**src/rtl/rsgv_pkg.sv**
```systemverilog
// Shared types and constants of the reed sensor gate voter.
package rsgv_pkg;

  localparam int CFG_DATA_W = 16;
  localparam int CFG_IDX_W  = 2;
  localparam int MASK_W     = 4;

  localparam logic       KIND_EVENT = 1'b0;
  localparam logic       KIND_TICK  = 1'b1;
  localparam logic       MODE_MAJ   = 1'b1;
  localparam logic [7:0] FAULT_LIMIT_RST   = 8'd200;
  localparam logic [15:0] CONFIRM_DELAY_RST = 16'd2000;

  typedef enum logic [CFG_IDX_W-1:0] {
    REG_VOTE_MODE     = 2'd0,
    REG_NC_MASK       = 2'd1,
    REG_FAULT_LIMIT   = 2'd2,
    REG_CONFIRM_DELAY = 2'd3
  } cfg_reg_e;

  typedef enum logic [1:0] {
    S_IDLE,
    S_WALK,
    S_RENUM,
    S_EMIT
  } state_e;

  typedef struct packed {
    logic accept;
    logic walk;
    logic renum;
    logic load;
  } cmd_t;

  typedef struct packed {
    logic expire;
    logic last;
    logic same;
  } status_t;

endpackage

```
**src/rtl/rsgv_in_if.sv**
```systemverilog
// Input channel carrying sensor events and millisecond ticks.
interface rsgv_in_if;
  logic       valid;
  logic       ready;
  logic       kind;
  logic [1:0] sensor_index;
  logic       contact_closed;

  modport source (output valid, kind, sensor_index, contact_closed, input ready);
  modport sink (input valid, kind, sensor_index, contact_closed, output ready);
endinterface

```
**src/rtl/rsgv_out_if.sv**
```systemverilog
// Output channel carrying one gate evaluation result.
interface rsgv_out_if;
  logic       valid;
  logic       ready;
  logic       gate_shut;
  logic       phase_closing;
  logic       all_same_state;
  logic [3:0] triggered_mask;
  logic [3:0] out_of_order_mask;
  logic [3:0] masked_mask;

  modport source (output valid, gate_shut, phase_closing, all_same_state,
                  triggered_mask, out_of_order_mask, masked_mask, input ready);
  modport sink (input valid, gate_shut, phase_closing, all_same_state,
                triggered_mask, out_of_order_mask, masked_mask, output ready);
endinterface

```
**src/rtl/reed_sensor_gate_voter.sv**
```systemverilog
// Top level of the reed sensor gate voter.
//
// Items arrive on in_i: a sensor event (kind 0, sensor_index, contact_closed)
// or a millisecond tick (kind 1). Results leave on res_o, one per expiry of
// the confirm timer. An item is taken at a clock edge where valid and ready
// are both high. Configuration is written through cfg_we_i, cfg_idx_i and
// cfg_data_i; the user must do so only while the block is idle, which the
// block does not enforce. An event or a non-expiring tick is handled as it
// is taken. An expiring tick starts an evaluation: a walk over the sensors
// for the sequence check and vote, a walk that renumbers the tickets when
// all or no sensors agree, and a load of the result register. The sensor
// walk takes one sensor per cycle through a single compare unit, and the
// renumber walk is skipped in every other case.
// Input ready is high only while the block waits for an item.
// Reset clears all sensor state, the timer and the ticket counter, and loads
// the default fault limit of 200 and confirm delay of 2000 ms.
// When the receiver stalls, the result holds in the output register and the
// block still takes items; a second result waits until the first transfer.
module reed_sensor_gate_voter #(
  parameter int NUM_SENSORS = 4,
  parameter int TICKET_BITS = 16
) (
  input  logic                            clk_i,
  input  logic                            rst_ni,
  input  logic                            cfg_we_i,
  input  logic [rsgv_pkg::CFG_IDX_W-1:0]  cfg_idx_i,
  input  logic [rsgv_pkg::CFG_DATA_W-1:0] cfg_data_i,
  rsgv_in_if.sink                         in_i,
  rsgv_out_if.source                      res_o
);
  import rsgv_pkg::*;

  cmd_t    cmd;
  status_t status;

  rsgv_ctrl u_ctrl (
    .clk_i       (clk_i),
    .rst_ni      (rst_ni),
    .in_valid_i  (in_i.valid),
    .in_ready_o  (in_i.ready),
    .out_valid_o (res_o.valid),
    .out_ready_i (res_o.ready),
    .status_i    (status),
    .cmd_o       (cmd)
  );

  rsgv_dpath #(
    .NUM_SENSORS (NUM_SENSORS),
    .TICKET_BITS (TICKET_BITS)
  ) u_dpath (
    .clk_i               (clk_i),
    .rst_ni              (rst_ni),
    .cfg_we_i            (cfg_we_i),
    .cfg_idx_i           (cfg_idx_i),
    .cfg_data_i          (cfg_data_i),
    .kind_i              (in_i.kind),
    .sensor_index_i      (in_i.sensor_index),
    .contact_closed_i    (in_i.contact_closed),
    .cmd_i               (cmd),
    .status_o            (status),
    .gate_shut_o         (res_o.gate_shut),
    .phase_closing_o     (res_o.phase_closing),
    .all_same_state_o    (res_o.all_same_state),
    .triggered_mask_o    (res_o.triggered_mask),
    .out_of_order_mask_o (res_o.out_of_order_mask),
    .masked_mask_o       (res_o.masked_mask)
  );
endmodule

```
**src/rtl/rsgv_ctrl.sv**
```systemverilog
// Controller state machine that sequences event handling, evaluation and output.
module rsgv_ctrl (
  input  logic            clk_i,
  input  logic            rst_ni,
  input  logic            in_valid_i,
  output logic            in_ready_o,
  output logic            out_valid_o,
  input  logic            out_ready_i,
  input  rsgv_pkg::status_t status_i,
  output rsgv_pkg::cmd_t    cmd_o
);
  import rsgv_pkg::*;

  state_e state_q, state_d;
  logic   out_valid_q, out_valid_d;

  always_ff @(posedge clk_i or negedge rst_ni) begin
    if (!rst_ni) begin
      state_q     <= S_IDLE;
      out_valid_q <= 1'b0;
    end else begin
      state_q     <= state_d;
      out_valid_q <= out_valid_d;
    end
  end

  always_comb begin
    state_d    = state_q;
    cmd_o      = '0;
    in_ready_o = 1'b0;
    unique case (state_q)
      S_IDLE: begin
        in_ready_o = 1'b1;
        if (in_valid_i) begin
          cmd_o.accept = 1'b1;
          if (status_i.expire) state_d = S_WALK;
        end
      end
      S_WALK: begin
        cmd_o.walk = 1'b1;
        if (status_i.last) state_d = S_RENUM;
      end
      S_RENUM: begin
        if (!status_i.same) begin
          state_d = S_EMIT;
        end else begin
          cmd_o.renum = 1'b1;
          if (status_i.last) state_d = S_EMIT;
        end
      end
      S_EMIT: begin
        if (!out_valid_q || out_ready_i) begin
          cmd_o.load = 1'b1;
          state_d    = S_IDLE;
        end
      end
      default: state_d = S_IDLE;
    endcase
  end

  always_comb begin
    out_valid_d = out_valid_q;
    if (cmd_o.load) begin
      out_valid_d = 1'b1;
    end else if (out_ready_i) begin
      out_valid_d = 1'b0;
    end
  end

  assign out_valid_o = out_valid_q;

  a_walk_to_renum: assert property (@(posedge clk_i) disable iff (!rst_ni)
    (state_q == S_WALK && status_i.last) |=> (state_q == S_RENUM))
    else $error("walk did not end in the renumber state");
  a_expire_starts_walk: assert property (@(posedge clk_i) disable iff (!rst_ni)
    (cmd_o.accept && status_i.expire) |=> (state_q == S_WALK))
    else $error("expiring tick did not start the walk");
  a_load_keeps_result: assert property (@(posedge clk_i) disable iff (!rst_ni)
    (out_valid_q && !out_ready_i && state_q != S_EMIT) |=> out_valid_q)
    else $error("pending result was dropped");
endmodule

```
**src/rtl/rsgv_dpath.sv**
```systemverilog
// Datapath holding sensor state, configuration, the walk unit and the result register.
module rsgv_dpath #(
  parameter int NUM_SENSORS = 4,
  parameter int TICKET_BITS = 16
) (
  input  logic                              clk_i,
  input  logic                              rst_ni,
  input  logic                              cfg_we_i,
  input  logic [rsgv_pkg::CFG_IDX_W-1:0]    cfg_idx_i,
  input  logic [rsgv_pkg::CFG_DATA_W-1:0]   cfg_data_i,
  input  logic                              kind_i,
  input  logic [1:0]                        sensor_index_i,
  input  logic                              contact_closed_i,
  input  rsgv_pkg::cmd_t                    cmd_i,
  output rsgv_pkg::status_t                 status_o,
  output logic                              gate_shut_o,
  output logic                              phase_closing_o,
  output logic                              all_same_state_o,
  output logic [rsgv_pkg::MASK_W-1:0]       triggered_mask_o,
  output logic [rsgv_pkg::MASK_W-1:0]       out_of_order_mask_o,
  output logic [rsgv_pkg::MASK_W-1:0]       masked_mask_o
);
  import rsgv_pkg::*;

  localparam int SIDX_W = (NUM_SENSORS > 1) ? $clog2(NUM_SENSORS) : 1;
  localparam int CNT_W  = $clog2(NUM_SENSORS + 1);
  localparam int THRESH = (NUM_SENSORS % 2 == 1) ? NUM_SENSORS / 2 + 1 : NUM_SENSORS / 2;
  localparam logic [SIDX_W-1:0] LAST_IDX = SIDX_W'(NUM_SENSORS - 1);
  localparam logic [CNT_W-1:0]  CNT_ALL  = CNT_W'(NUM_SENSORS);
  localparam logic [CNT_W-1:0]  CNT_TH   = CNT_W'(THRESH);

  logic                    mode_q;
  logic [MASK_W-1:0]       nc_mask_q;
  logic [7:0]              limit_q;
  logic [15:0]             delay_q;

  logic [NUM_SENSORS-1:0]  level_q, masked_q, ooo_q, trig_q;
  logic [TICKET_BITS-1:0]  tickets_q [NUM_SENSORS];
  logic [7:0]              counts_q [NUM_SENSORS];
  logic [SIDX_W-1:0]       last_q;
  logic [TICKET_BITS-1:0]  ticket_q;
  logic [15:0]             countdown_q;
  logic                    armed_q;

  logic [SIDX_W-1:0]       k_q;
  logic                    closing_q;
  logic                    have_prev_q;
  logic [TICKET_BITS-1:0]  prev_ticket_q;
  logic [CNT_W-1:0]        count_q;

  logic                    gate_q, closing_out_q, same_out_q;
  logic [MASK_W-1:0]       trig_out_q, ooo_out_q, masked_out_q;

  logic [NUM_SENSORS-1:0]  nc_vec, act_vec;
  logic [MASK_W-1:0]       trig_vec, ooo_vec, masked_vec;
  logic [SIDX_W-1:0]       ev_idx, wi;
  logic                    ev_ok, tick_acc, expire;
  logic [7:0]              new_cnt;
  logic [TICKET_BITS-1:0]  ticket_inc;
  logic                    w_act, w_cond, w_ooo_set, w_ooo_new, w_trig, want;
  logic                    gate, same;

  for (genvar j = 0; j < NUM_SENSORS; j++) begin : g_act
    if (j < MASK_W) begin : g_nc
      assign nc_vec[j] = nc_mask_q[j];
    end else begin : g_no
      assign nc_vec[j] = 1'b0;
    end
    assign act_vec[j] = nc_vec[j] ^ level_q[j];
  end

  for (genvar j = 0; j < MASK_W; j++) begin : g_out
    if (j < NUM_SENSORS) begin : g_have
      assign trig_vec[j]   = trig_q[j];
      assign ooo_vec[j]    = ooo_q[j];
      assign masked_vec[j] = masked_q[j];
    end else begin : g_none
      assign trig_vec[j]   = 1'b0;
      assign ooo_vec[j]    = 1'b0;
      assign masked_vec[j] = 1'b0;
    end
  end

  always_comb begin
    ev_idx     = SIDX_W'(sensor_index_i);
    ev_ok      = cmd_i.accept && (kind_i == KIND_EVENT) &&
                 (32'(sensor_index_i) < 32'(NUM_SENSORS)) && !masked_q[ev_idx];
    tick_acc   = cmd_i.accept && (kind_i == KIND_TICK) && armed_q;
    expire     = (kind_i == KIND_TICK) && armed_q && (countdown_q <= 16'd1);
    new_cnt    = counts_q[ev_idx] + 8'd1;
    ticket_inc = (ticket_q == '1) ? ticket_q : ticket_q + TICKET_BITS'(1);

    wi        = closing_q ? k_q : LAST_IDX - k_q;
    w_act     = act_vec[wi];
    w_cond    = !masked_q[wi] && !ooo_q[wi] && (w_act == closing_q);
    w_ooo_set = w_cond && have_prev_q && (tickets_q[wi] < prev_ticket_q);
    w_ooo_new = ooo_q[wi] | w_ooo_set;
    want      = (mode_q == MODE_MAJ) ? closing_q : 1'b1;
    w_trig    = !masked_q[wi] && !w_ooo_new && (w_act == want);

    if (mode_q == MODE_MAJ) begin
      gate = (count_q >= CNT_TH) ? closing_q : !closing_q;
    end else begin
      gate = (count_q == CNT_ALL);
    end
    same = (count_q == '0) || (count_q == CNT_ALL);
  end

  assign status_o.expire = expire;
  assign status_o.last   = (k_q == LAST_IDX);
  assign status_o.same   = same;

  always_ff @(posedge clk_i or negedge rst_ni) begin
    if (!rst_ni) begin
      mode_q    <= 1'b0;
      nc_mask_q <= '0;
      limit_q   <= FAULT_LIMIT_RST;
      delay_q   <= CONFIRM_DELAY_RST;
    end else if (cfg_we_i) begin
      unique case (cfg_reg_e'(cfg_idx_i))
        REG_VOTE_MODE:     mode_q    <= cfg_data_i[0];
        REG_NC_MASK:       nc_mask_q <= cfg_data_i[MASK_W-1:0];
        REG_FAULT_LIMIT:   limit_q   <= cfg_data_i[7:0];
        REG_CONFIRM_DELAY: delay_q   <= cfg_data_i[15:0];
        default: ;
      endcase
    end
  end

  always_ff @(posedge clk_i or negedge rst_ni) begin
    if (!rst_ni) begin
      level_q       <= '0;
      masked_q      <= '0;
      ooo_q         <= '0;
      trig_q        <= '0;
      for (int s = 0; s < NUM_SENSORS; s++) begin
        tickets_q[s] <= '0;
        counts_q[s]  <= '0;
      end
      last_q        <= '0;
      ticket_q      <= '0;
      countdown_q   <= '0;
      armed_q       <= 1'b0;
      k_q           <= '0;
      closing_q     <= 1'b0;
      have_prev_q   <= 1'b0;
      prev_ticket_q <= '0;
      count_q       <= '0;
    end else begin
      if (ev_ok) begin
        tickets_q[ev_idx] <= ticket_inc;
        ticket_q          <= ticket_inc;
        level_q[ev_idx]   <= contact_closed_i;
        counts_q[ev_idx]  <= new_cnt;
        ooo_q[ev_idx]     <= 1'b0;
        last_q            <= ev_idx;
        if (new_cnt == limit_q) masked_q[ev_idx] <= 1'b1;
        countdown_q       <= delay_q;
        armed_q           <= 1'b1;
      end
      if (tick_acc) begin
        if (countdown_q > 16'd1) begin
          countdown_q <= countdown_q - 16'd1;
        end else begin
          countdown_q <= '0;
          armed_q     <= 1'b0;
          closing_q   <= act_vec[last_q];
          have_prev_q <= 1'b0;
          count_q     <= '0;
          k_q         <= '0;
        end
      end
      if (cmd_i.walk) begin
        ooo_q[wi]    <= w_ooo_new;
        trig_q[wi]   <= w_trig;
        counts_q[wi] <= '0;
        count_q      <= count_q + CNT_W'(w_trig);
        if (w_cond && !w_ooo_set) begin
          have_prev_q   <= 1'b1;
          prev_ticket_q <= tickets_q[wi];
        end
        k_q <= status_o.last ? '0 : k_q + SIDX_W'(1);
      end
      if (cmd_i.renum) begin
        tickets_q[wi] <= TICKET_BITS'(k_q) + TICKET_BITS'(1);
        ticket_q      <= TICKET_BITS'(k_q) + TICKET_BITS'(1);
        k_q           <= status_o.last ? '0 : k_q + SIDX_W'(1);
      end
    end
  end

  always_ff @(posedge clk_i) begin
    if (cmd_i.load) begin
      gate_q        <= gate;
      closing_out_q <= closing_q;
      same_out_q    <= same;
      trig_out_q    <= trig_vec;
      ooo_out_q     <= ooo_vec;
      masked_out_q  <= masked_vec;
    end
  end

  assign gate_shut_o         = gate_q;
  assign phase_closing_o     = closing_out_q;
  assign all_same_state_o    = same_out_q;
  assign triggered_mask_o    = trig_out_q;
  assign out_of_order_mask_o = ooo_out_q;
  assign masked_mask_o       = masked_out_q;

  a_mask_sticky: assert property (@(posedge clk_i) disable iff (!rst_ni)
    1'b1 |=> ((masked_q & $past(masked_q)) == $past(masked_q)))
    else $error("a masked sensor was unmasked");
  a_ticket_monotonic: assert property (@(posedge clk_i) disable iff (!rst_ni)
    1'b1 |=> ($past(cmd_i.renum) || (ticket_q >= $past(ticket_q))))
    else $error("ticket counter went back outside renumbering");
  a_walk_wraps: assert property (@(posedge clk_i) disable iff (!rst_ni)
    (cmd_i.walk && status_o.last) |=> (k_q == '0))
    else $error("walk index did not return to zero");
  a_expire_disarms: assert property (@(posedge clk_i) disable iff (!rst_ni)
    (cmd_i.accept && expire) |=> !armed_q)
    else $error("confirm timer still armed after expiry");
endmodule

```
**src/flat_wrapper.sv**
```systemverilog
// flat-port wrapper written by rule: the top's interface ports become plain ports
module reed_sensor_gate_voter_flat import rsgv_pkg::*;
#(
  parameter int NUM_SENSORS = 4,
  parameter int TICKET_BITS = 16
)
  (clk_i, rst_ni, cfg_we_i, cfg_idx_i, cfg_data_i, in_i_valid, in_i_kind, in_i_sensor_index, in_i_contact_closed, in_i_ready, res_o_valid, res_o_gate_shut, res_o_phase_closing, res_o_all_same_state, res_o_triggered_mask, res_o_out_of_order_mask, res_o_masked_mask, res_o_ready);
  rsgv_in_if in_i_i ();
  rsgv_out_if res_o_i ();
  input  logic clk_i;
  input  logic rst_ni;
  input  logic cfg_we_i;
  input  logic [rsgv_pkg::CFG_IDX_W-1:0] cfg_idx_i;
  input  logic [rsgv_pkg::CFG_DATA_W-1:0] cfg_data_i;
  input wire logic [$bits(in_i_i.valid)-1:0] in_i_valid;
  input wire logic [$bits(in_i_i.kind)-1:0] in_i_kind;
  input wire logic [$bits(in_i_i.sensor_index)-1:0] in_i_sensor_index;
  input wire logic [$bits(in_i_i.contact_closed)-1:0] in_i_contact_closed;
  output wire logic [$bits(in_i_i.ready)-1:0] in_i_ready;
  output wire logic [$bits(res_o_i.valid)-1:0] res_o_valid;
  output wire logic [$bits(res_o_i.gate_shut)-1:0] res_o_gate_shut;
  output wire logic [$bits(res_o_i.phase_closing)-1:0] res_o_phase_closing;
  output wire logic [$bits(res_o_i.all_same_state)-1:0] res_o_all_same_state;
  output wire logic [$bits(res_o_i.triggered_mask)-1:0] res_o_triggered_mask;
  output wire logic [$bits(res_o_i.out_of_order_mask)-1:0] res_o_out_of_order_mask;
  output wire logic [$bits(res_o_i.masked_mask)-1:0] res_o_masked_mask;
  input wire logic [$bits(res_o_i.ready)-1:0] res_o_ready;
  assign in_i_i.valid = in_i_valid;
  assign in_i_i.kind = in_i_kind;
  assign in_i_i.sensor_index = in_i_sensor_index;
  assign in_i_i.contact_closed = in_i_contact_closed;
  assign in_i_ready = in_i_i.ready;
  assign res_o_valid = res_o_i.valid;
  assign res_o_gate_shut = res_o_i.gate_shut;
  assign res_o_phase_closing = res_o_i.phase_closing;
  assign res_o_all_same_state = res_o_i.all_same_state;
  assign res_o_triggered_mask = res_o_i.triggered_mask;
  assign res_o_out_of_order_mask = res_o_i.out_of_order_mask;
  assign res_o_masked_mask = res_o_i.masked_mask;
  assign res_o_i.ready = res_o_ready;
  reed_sensor_gate_voter #(.NUM_SENSORS(NUM_SENSORS), .TICKET_BITS(TICKET_BITS)) u_core (.clk_i(clk_i), .rst_ni(rst_ni), .cfg_we_i(cfg_we_i), .cfg_idx_i(cfg_idx_i), .cfg_data_i(cfg_data_i), .in_i(in_i_i), .res_o(res_o_i));
endmodule
```
**config.mk**
```make
export PLATFORM = sky130hd
export DESIGN_NAME = reed_sensor_gate_voter_flat
export DESIGN_NICKNAME = d
export VERILOG_FILES = /design/src/rtl/rsgv_pkg.sv /design/src/rtl/rsgv_in_if.sv /design/src/rtl/rsgv_out_if.sv /design/src/rtl/reed_sensor_gate_voter.sv /design/src/rtl/rsgv_ctrl.sv /design/src/rtl/rsgv_dpath.sv /design/src/flat_wrapper.sv
export SDC_FILE = /design/constraint.sdc
export NUM_CORES = 1
export LEC_CHECK = 0
export ABC_AREA = 1
export BUFFER_PORTS_ARGS = -buffer_cell sky130_fd_sc_hd__buf_2
export CAP_MARGIN = 20
export CORE_MARGIN = 2
export CORE_UTILIZATION = 50
export DETAILED_ROUTE_END_ITERATION = 8
export GPL_TIMING_DRIVEN = 0
export HOLD_SLACK_MARGIN = 0.15
export PLACE_DENSITY = 0.67
export SYNTH_ARGS = -nofsm -noshare
export SYNTH_HDL_FRONTEND = slang
export SYNTH_SLANG_ARGS = --single-unit
```
**constraint.sdc**
```tcl
create_clock -name clk_i -period 7.6 [get_ports clk_i]
set_input_delay 1.52 -clock clk_i [delete_from_list [all_inputs] [get_ports clk_i]]
set_output_delay 1.52 -clock clk_i [all_outputs]
set_load 0.01 [all_outputs]
```
After elaboration in Yosys (flattened, before gate mapping). Cells that the tools add are included.

Logic and storage cells: 212. Output and inout port bits: 17. Bits of input ports: 27. Register bits after elaboration: 217.

Bitwise logic cells: 14. Equality and inequality tests: 19. Muxes and demuxes: 82. $add $sub $neg: 7. Reductions and logical operators: 44. Order comparisons: 13.

Operators by type and width (count): 2-to-1 mux 16 bit (10); bitwise mux 64 bit (2); 2-to-1 mux 64 bit (2); demux 16 bit (select 2 bit) (2); 2-to-1 mux 32 bit (2); AND 32 bit (1); binary-select mux 16 bit (select 2 bit) (1); bitwise mux 32 bit (1); demux 8 bit (select 2 bit) (2); 2-to-1 mux 8 bit (4); inverter 32 bit (1); 2-to-1 mux 1 bit (27); 2-to-1 mux 2 bit (12); AND reduction 2 bit (9); logical AND 1 bit (17); adder 16 x 1 -> 16 bit, second input constant (1); binary-select mux 8 bit (select 2 bit) (1); == test 16 bit, second input constant (1); > comparator 16 x 1 -> 1 bit, second input constant (1); less-or-equal comparator 16 x 1 -> 1 bit, second input constant (1); < comparator 16 bit (1); subtractor 16 x 1 -> 16 bit, second input constant (1); bitwise mux 4 bit (3); binary-select mux 1 bit (select 2 bit) (5); 37 further kinds (71).

Depth between registers and ports, before layout.
Depth in word-level cells: 15. Depth in mapped cells: 25.

Modules after synthesis. From an unflattened synthesis, not the netlist that was laid out.

Cell total of the unflattened synthesis: 1280. Area, all modules: 10956.8 um2.

By module, submodules not included: rsgv_dpath (times used 1, seq. area each 5441.5 um2, area an instance 10702.8 um2, cells an instance 1246); rsgv_ctrl (times used 1, seq. area each 75.1 um2, area an instance 254.0 um2, cells an instance 34).

Worst setup path after synthesis. Ideal clock, no wire load.

Path type: input -> register. Start: input port in_i_sensor_index[0]. End: register u_core.u_dpath.masked_q[3]. Required time: 7.535 ns. Path slack: 4.368 ns. Buffers on the path: 1. Library setup time: 0.065 ns. Arrival: 3.167 ns. Stages: 13. Path through: nor2_2 -> inv_2 -> o22ai_1 -> nor2_1 -> buf_2 -> ha_1 -> xnor2_1 -> nand3_1 -> nor2_1 -> nand2_1 -> nor2_1 -> nand4_1 -> nand2_1.

Word-level cells in the longest chain between the ends: 7.

RTL lines: start, declared (line flat_wrapper.sv:17) `input wire logic [$bits(in_i_i.sensor_index)-1:0] in_i_sensor_index;`; inverter 2 -> 3 bit (not written as such) (line rsgv_dpath.sv:90) `new_cnt = counts_q[ev_idx] + 8'd1;`; binary-select mux 8 bit (select 2 bit) (line rsgv_dpath.sv:90); 2-to-1 mux 8 bit (not written as such) (2 in a row) (line rsgv_dpath.sv:90); adder 8 x 1 -> 8 bit (line rsgv_dpath.sv:90); == test 8 bit (line rsgv_dpath.sv:157) `if (new_cnt == limit_q) masked_q[ev_idx] <= 1'b1;`; AND reduction 2 bit (no source line); end signal, assigned (line rsgv_dpath.sv:133) `masked_q <= '0;`; end signal, assigned by index (line rsgv_dpath.sv:157); end, declared (line rsgv_dpath.sv:37) `logic [NUM_SENSORS-1:0] level_q, masked_q, ooo_q, trig_q;`.

Several ways; a longest one is shown, not always the timed one. The select of a mux whose other input is x is not followed. A chain may end at the register's enable or synchronous reset.

Worst setup path after layout.
Start: register u_core.u_dpath.k_q[0]. End: register u_core.u_dpath.count_q[1].

Word-level cells in the longest chain between the ends: 15.

RTL lines: start, declared (line rsgv_dpath.sv:45) `logic [SIDX_W-1:0] k_q;`; start signal, assigned (line rsgv_dpath.sv:182) `k_q <= status_o.last ? '0 : k_q + SIDX_W'(1);`; start signal, assigned (line rsgv_dpath.sv:187) `k_q <= status_o.last ? '0 : k_q + SIDX_W'(1);`; subtractor 2 bit (line rsgv_dpath.sv:93) `wi = closing_q ? k_q : LAST_IDX - k_q;`; 2-to-1 mux 2 bit (*) (line rsgv_dpath.sv:93); branches (longest 10 deep; another with < comparator 16 bit); logical AND 1 bit (*) (line rsgv_dpath.sv:99) `w_trig = !masked_q[wi] && !w_ooo_new && (w_act == want);`; named net u_core.u_dpath.w_trig (line rsgv_dpath.sv:60) `logic w_act, w_cond, w_ooo_set, w_ooo_new, w_trig, want;`; adder 3 x 1 -> 3 bit (*) (line rsgv_dpath.sv:177) `count_q <= count_q + CNT_W'(w_trig);`; 2-to-1 mux 3 bit (*) (line rsgv_dpath.sv:173) `if (cmd_i.walk) begin`; end signal, assigned (line rsgv_dpath.sv:177); end, declared (line rsgv_dpath.sv:49) `logic [CNT_W-1:0] count_q;`.

Mark *: on every way through the listed nets, which the timed path passes. The select of a mux whose other input is x is not followed.

==> impl_metrics.tcl <==
set metrics [dict create \
    die_h_um 151 \
    via_count 9104 \
    clock.fmax_mhz 243 \
    rsz0062_at_grt "no" \
    rr_endpoint "u_core.u_dpath.count_q[1]" \
    crit_fanout 10 \
    wire_per_inst_um 17.5 \
    cts.htree.levels 1 \
    post-route-util_pct 58.0 \
    drcViolationCount 0 \
    diodes 0 \
    antenna_found_initial 0 \
    crit_chain "buf_2 > inv_2 > nand2_2 > nand2_2 > inv_2 > nor2_4 > inv_1 > clkbuf_1 > o22ai_1 > nor2_1 > ha_1 > nand2_1 > nor2_1 > a211oi_1 > nand2_1 > nand2_1 > nand2_2 > and2_1 > ha_1 > ha_1 > a22o_1" \
    drtIter0Drc 759 \
    routed_via_density 5.54 \
    syn_nets 1333 \
    worstSetupPathType "flop to flop" \
    grt_max_degree 110 \
    ys_seq_area_share_pct 50.9 \
    syn-instance-count 1280 \
    yosys.cell_types.count 49 \
    crit_arrival_ns 4.52 \
    dp_slack_ns 3.53 \
    startpoint "u_core.u_dpath.k_q[0]" \
    drive_above_1_share_pct 11.0 \
    design_area_mm2 0.0123 \
    max_slew_margin_pct 49.3 \
    hold_buffers 0 \
    seqPwrFrac_pct 38.0 \
    maxCapViolCount 0 \
    io-pin-count 44 \
    fin_crit_sh_pct 54.1 \
    finalMaxSlewViolations 0 \
    endpoint "u_core.u_dpath.count_q[1]" \
    start_util_pct 51.3 \
    avgSynthCellArea_um2 8.47 \
    placedCellCount 1600 \
    hold_violations 0 \
    p_switching_mw 1.76 \
    fin_skew_ns 0.0150 \
    syn_to_final_growth_pct 13.2 \
    clkPwrFrac_pct 26.2 \
    first_pass_iters 5 \
    io_buffers 43 \
    clkSinkCount 217 \
    power.share.switching_pct 37.7 \
    clockBufferDepth 3 \
    gp_congestion 0.921 \
    clk_pin_slew_ns 0.06 \
    r2r_cells 21 \
    period_minus_slack_ns 4.11 \
    postRouteAntennaNets 0 \
    rows 53 \
    finalWorstSetupSlack_ns 3.49 \
    routed_wl_mm 28.8 \
    dieArea_mm2 0.0229 \
    overflow 0 \
    mostFrequentLayoutCells "nand2_1 (234), dfrtp_1 (193), inv_1 (151), o21ai_0 (135), a21oi_1 (111)" \
    r2r_slack_ns 3.49 \
    grt_pass1_vias 8997 \
    worstSkewPairLatency_ns 0.52 \
    ys_ff_latch 217 \
    cts_buffers 24 \
    layout_commonest_cell "nand2_1" \
    final_cells 1644 \
    hold_path_class "flop to flop" \
    finalPower_mw 4.67 \
    startpoint_type "flop" \
    p_per_area_mw_per_mm2 381 \
    postCtsSetupBuffers 0 \
    nets 1404 \
    final.fill_count 1894 \
    cts_resized 0 \
    peakVddDrop_mv 0.162 \
    tightest_slew_ns 0.753 \
    place_area_mm2 0.0115 \
    p_comb_share_pct 35.8 \
    grt_pass1_wl_mm 47.0 \
    status "complete, no violations" \
    ys_warn_count 0 \
    worstPathRequired_ns 8.00 \
    leakagePower_nw 5.98 \
    post-dp-hpwl_mm 20.6 \
    finalSetupViolations 0 \
    r2r_start "u_core.u_dpath.k_q[0]" \
    fin_hold_ws_ns 0.462 \
    cts_tree "built" \
    grt_usage_pct 26.2 \
    p_int_mw 2.91 \
    slowest_delay_ns 0.50 \
    die_w_um 151 \
    syn_area_mm2 0.0108 \
    end_kind "flop" \
    clockRootBuffer "clkbuf_16" \
    crit_path_top_delay_cell "clkbuf_1" \
    tns_ns 0 \
    core_area_mm2 0.0212 \
]
==> state kept, by name (all words and copies together) (netlist names), 8 cells and up <==
signal / cells
u_core.u_dpath.counts_q: 32
u_core.u_dpath.tickets_q: 64
u_core.u_dpath.delay_q: 16
u_core.u_dpath.ticket_q: 16
u_core.u_dpath.limit_q: 8
u_core.u_dpath.prev_ticket_q: 16
u_core.u_dpath.countdown_q: 16
==> cell families after synthesis <==
kind of cell               after synthesis  share of synthesized area (%)
and+or+nand+nor                        447                           17.7
adders and majority gates               26                           3.00
AOI/OAI and AO/OA                      347                           17.8
DFF                                    217                           50.9
buffers and inverters                  209                           7.60
xor gates and xnor gates                28                           2.43
muxes                                    6                          0.623
==> power groups by stage <==
stage          registers (mW)  clock network [mW]  logic [mW]
6_report                 1.78                1.22        1.67
5_1_grt                  1.82                1.29        1.91
4_1_cts                  1.77                1.24        1.67
3_5_place_dp             1.79                   0        1.66
3_3_place_gp             1.78                   0        1.61
2_1_floorplan            1.75                   0        1.21
==> cell usage after synthesis, drive strengths merged <==
cell type	instances	area [um2]
a221oi	5	43.8
edfxtp	15	450
buf	19	111
nand4	12	75.1
o221ai	5	43.8
xnor2	4	53.8
dfrtp	193	4830
dfstp	9	236
mux2	6	67.6
a211oi	3	22.5
nand2	242	938
o22ai	45	282
o31ai	3	22.5
nor3	7	35.0
ha	26	325
and2	1	6.26
nand3b	4	30.0
clkbuf	23	86.3
a31oi	4	25.0
o31a	1	8.76
inv	165	619
xor2	24	210
a22oi	15	113
nand3	59	308
or2	5	31.3
a32oi	1	8.76
clkinv	2	7.51
nor2	111	463
o21a	4	30.0
nor4	6	37.5
o21ai	144	721
a22o	2	17.5
a21oi	113	573
o211ai	2	15.0
==> worst min-delay path by stage <==
stage                                                    end                       start  cells after the start  slack, ns
after floorplan              u_core.u_dpath.masked_mask_o[3]  u_core.u_dpath.masked_q[3]                      0       0.42
after global placement    u_core.u_dpath.triggered_mask_o[2]    u_core.u_dpath.trig_q[2]                      0       0.44
after detailed placement  u_core.u_dpath.triggered_mask_o[3]    u_core.u_dpath.trig_q[3]                      0       0.44
after CTS                 u_core.u_dpath.triggered_mask_o[3]    u_core.u_dpath.trig_q[3]                      0       0.46
after global routing          u_core.u_dpath.phase_closing_o    u_core.u_dpath.closing_q                      0       0.48
final                     u_core.u_dpath.triggered_mask_o[3]    u_core.u_dpath.trig_q[3]                      0       0.46
==> metal layers <==
metal,GRT usage [%],vias to the layer above,wire length (um)
li1,-,4429,-
met1,37.2,4343,13000
met2,41.1,284,13000
met3,5.03,48,2010
met4,7.29,0,728
met5,0,-,0
==> worst max-delay path, delay by kind of cell, from the launching register on <==
family                   cells  cell delay [ns]
AND/OR/NAND/NOR             10             1.22
flip-flops                   1             0.36
buffers and inverters        5             1.10
adder cells (fa/ha/maj)      3             0.78
AO/OA/AOI/OAI                3             0.52
==> area by class of cell <==
class,instances,area (um2),area share [%]
inverter,167,627,5.10
multi-input combinational,854,4510,36.7
clock inverter,10,158,1.28
timing repair buffer,45,260,2.12
sequential,217,5520,44.9
tap,275,344,2.80
clock buffer,34,669,5.45
buffer,42,198,1.61
Power figures use the tool's default switching activity.
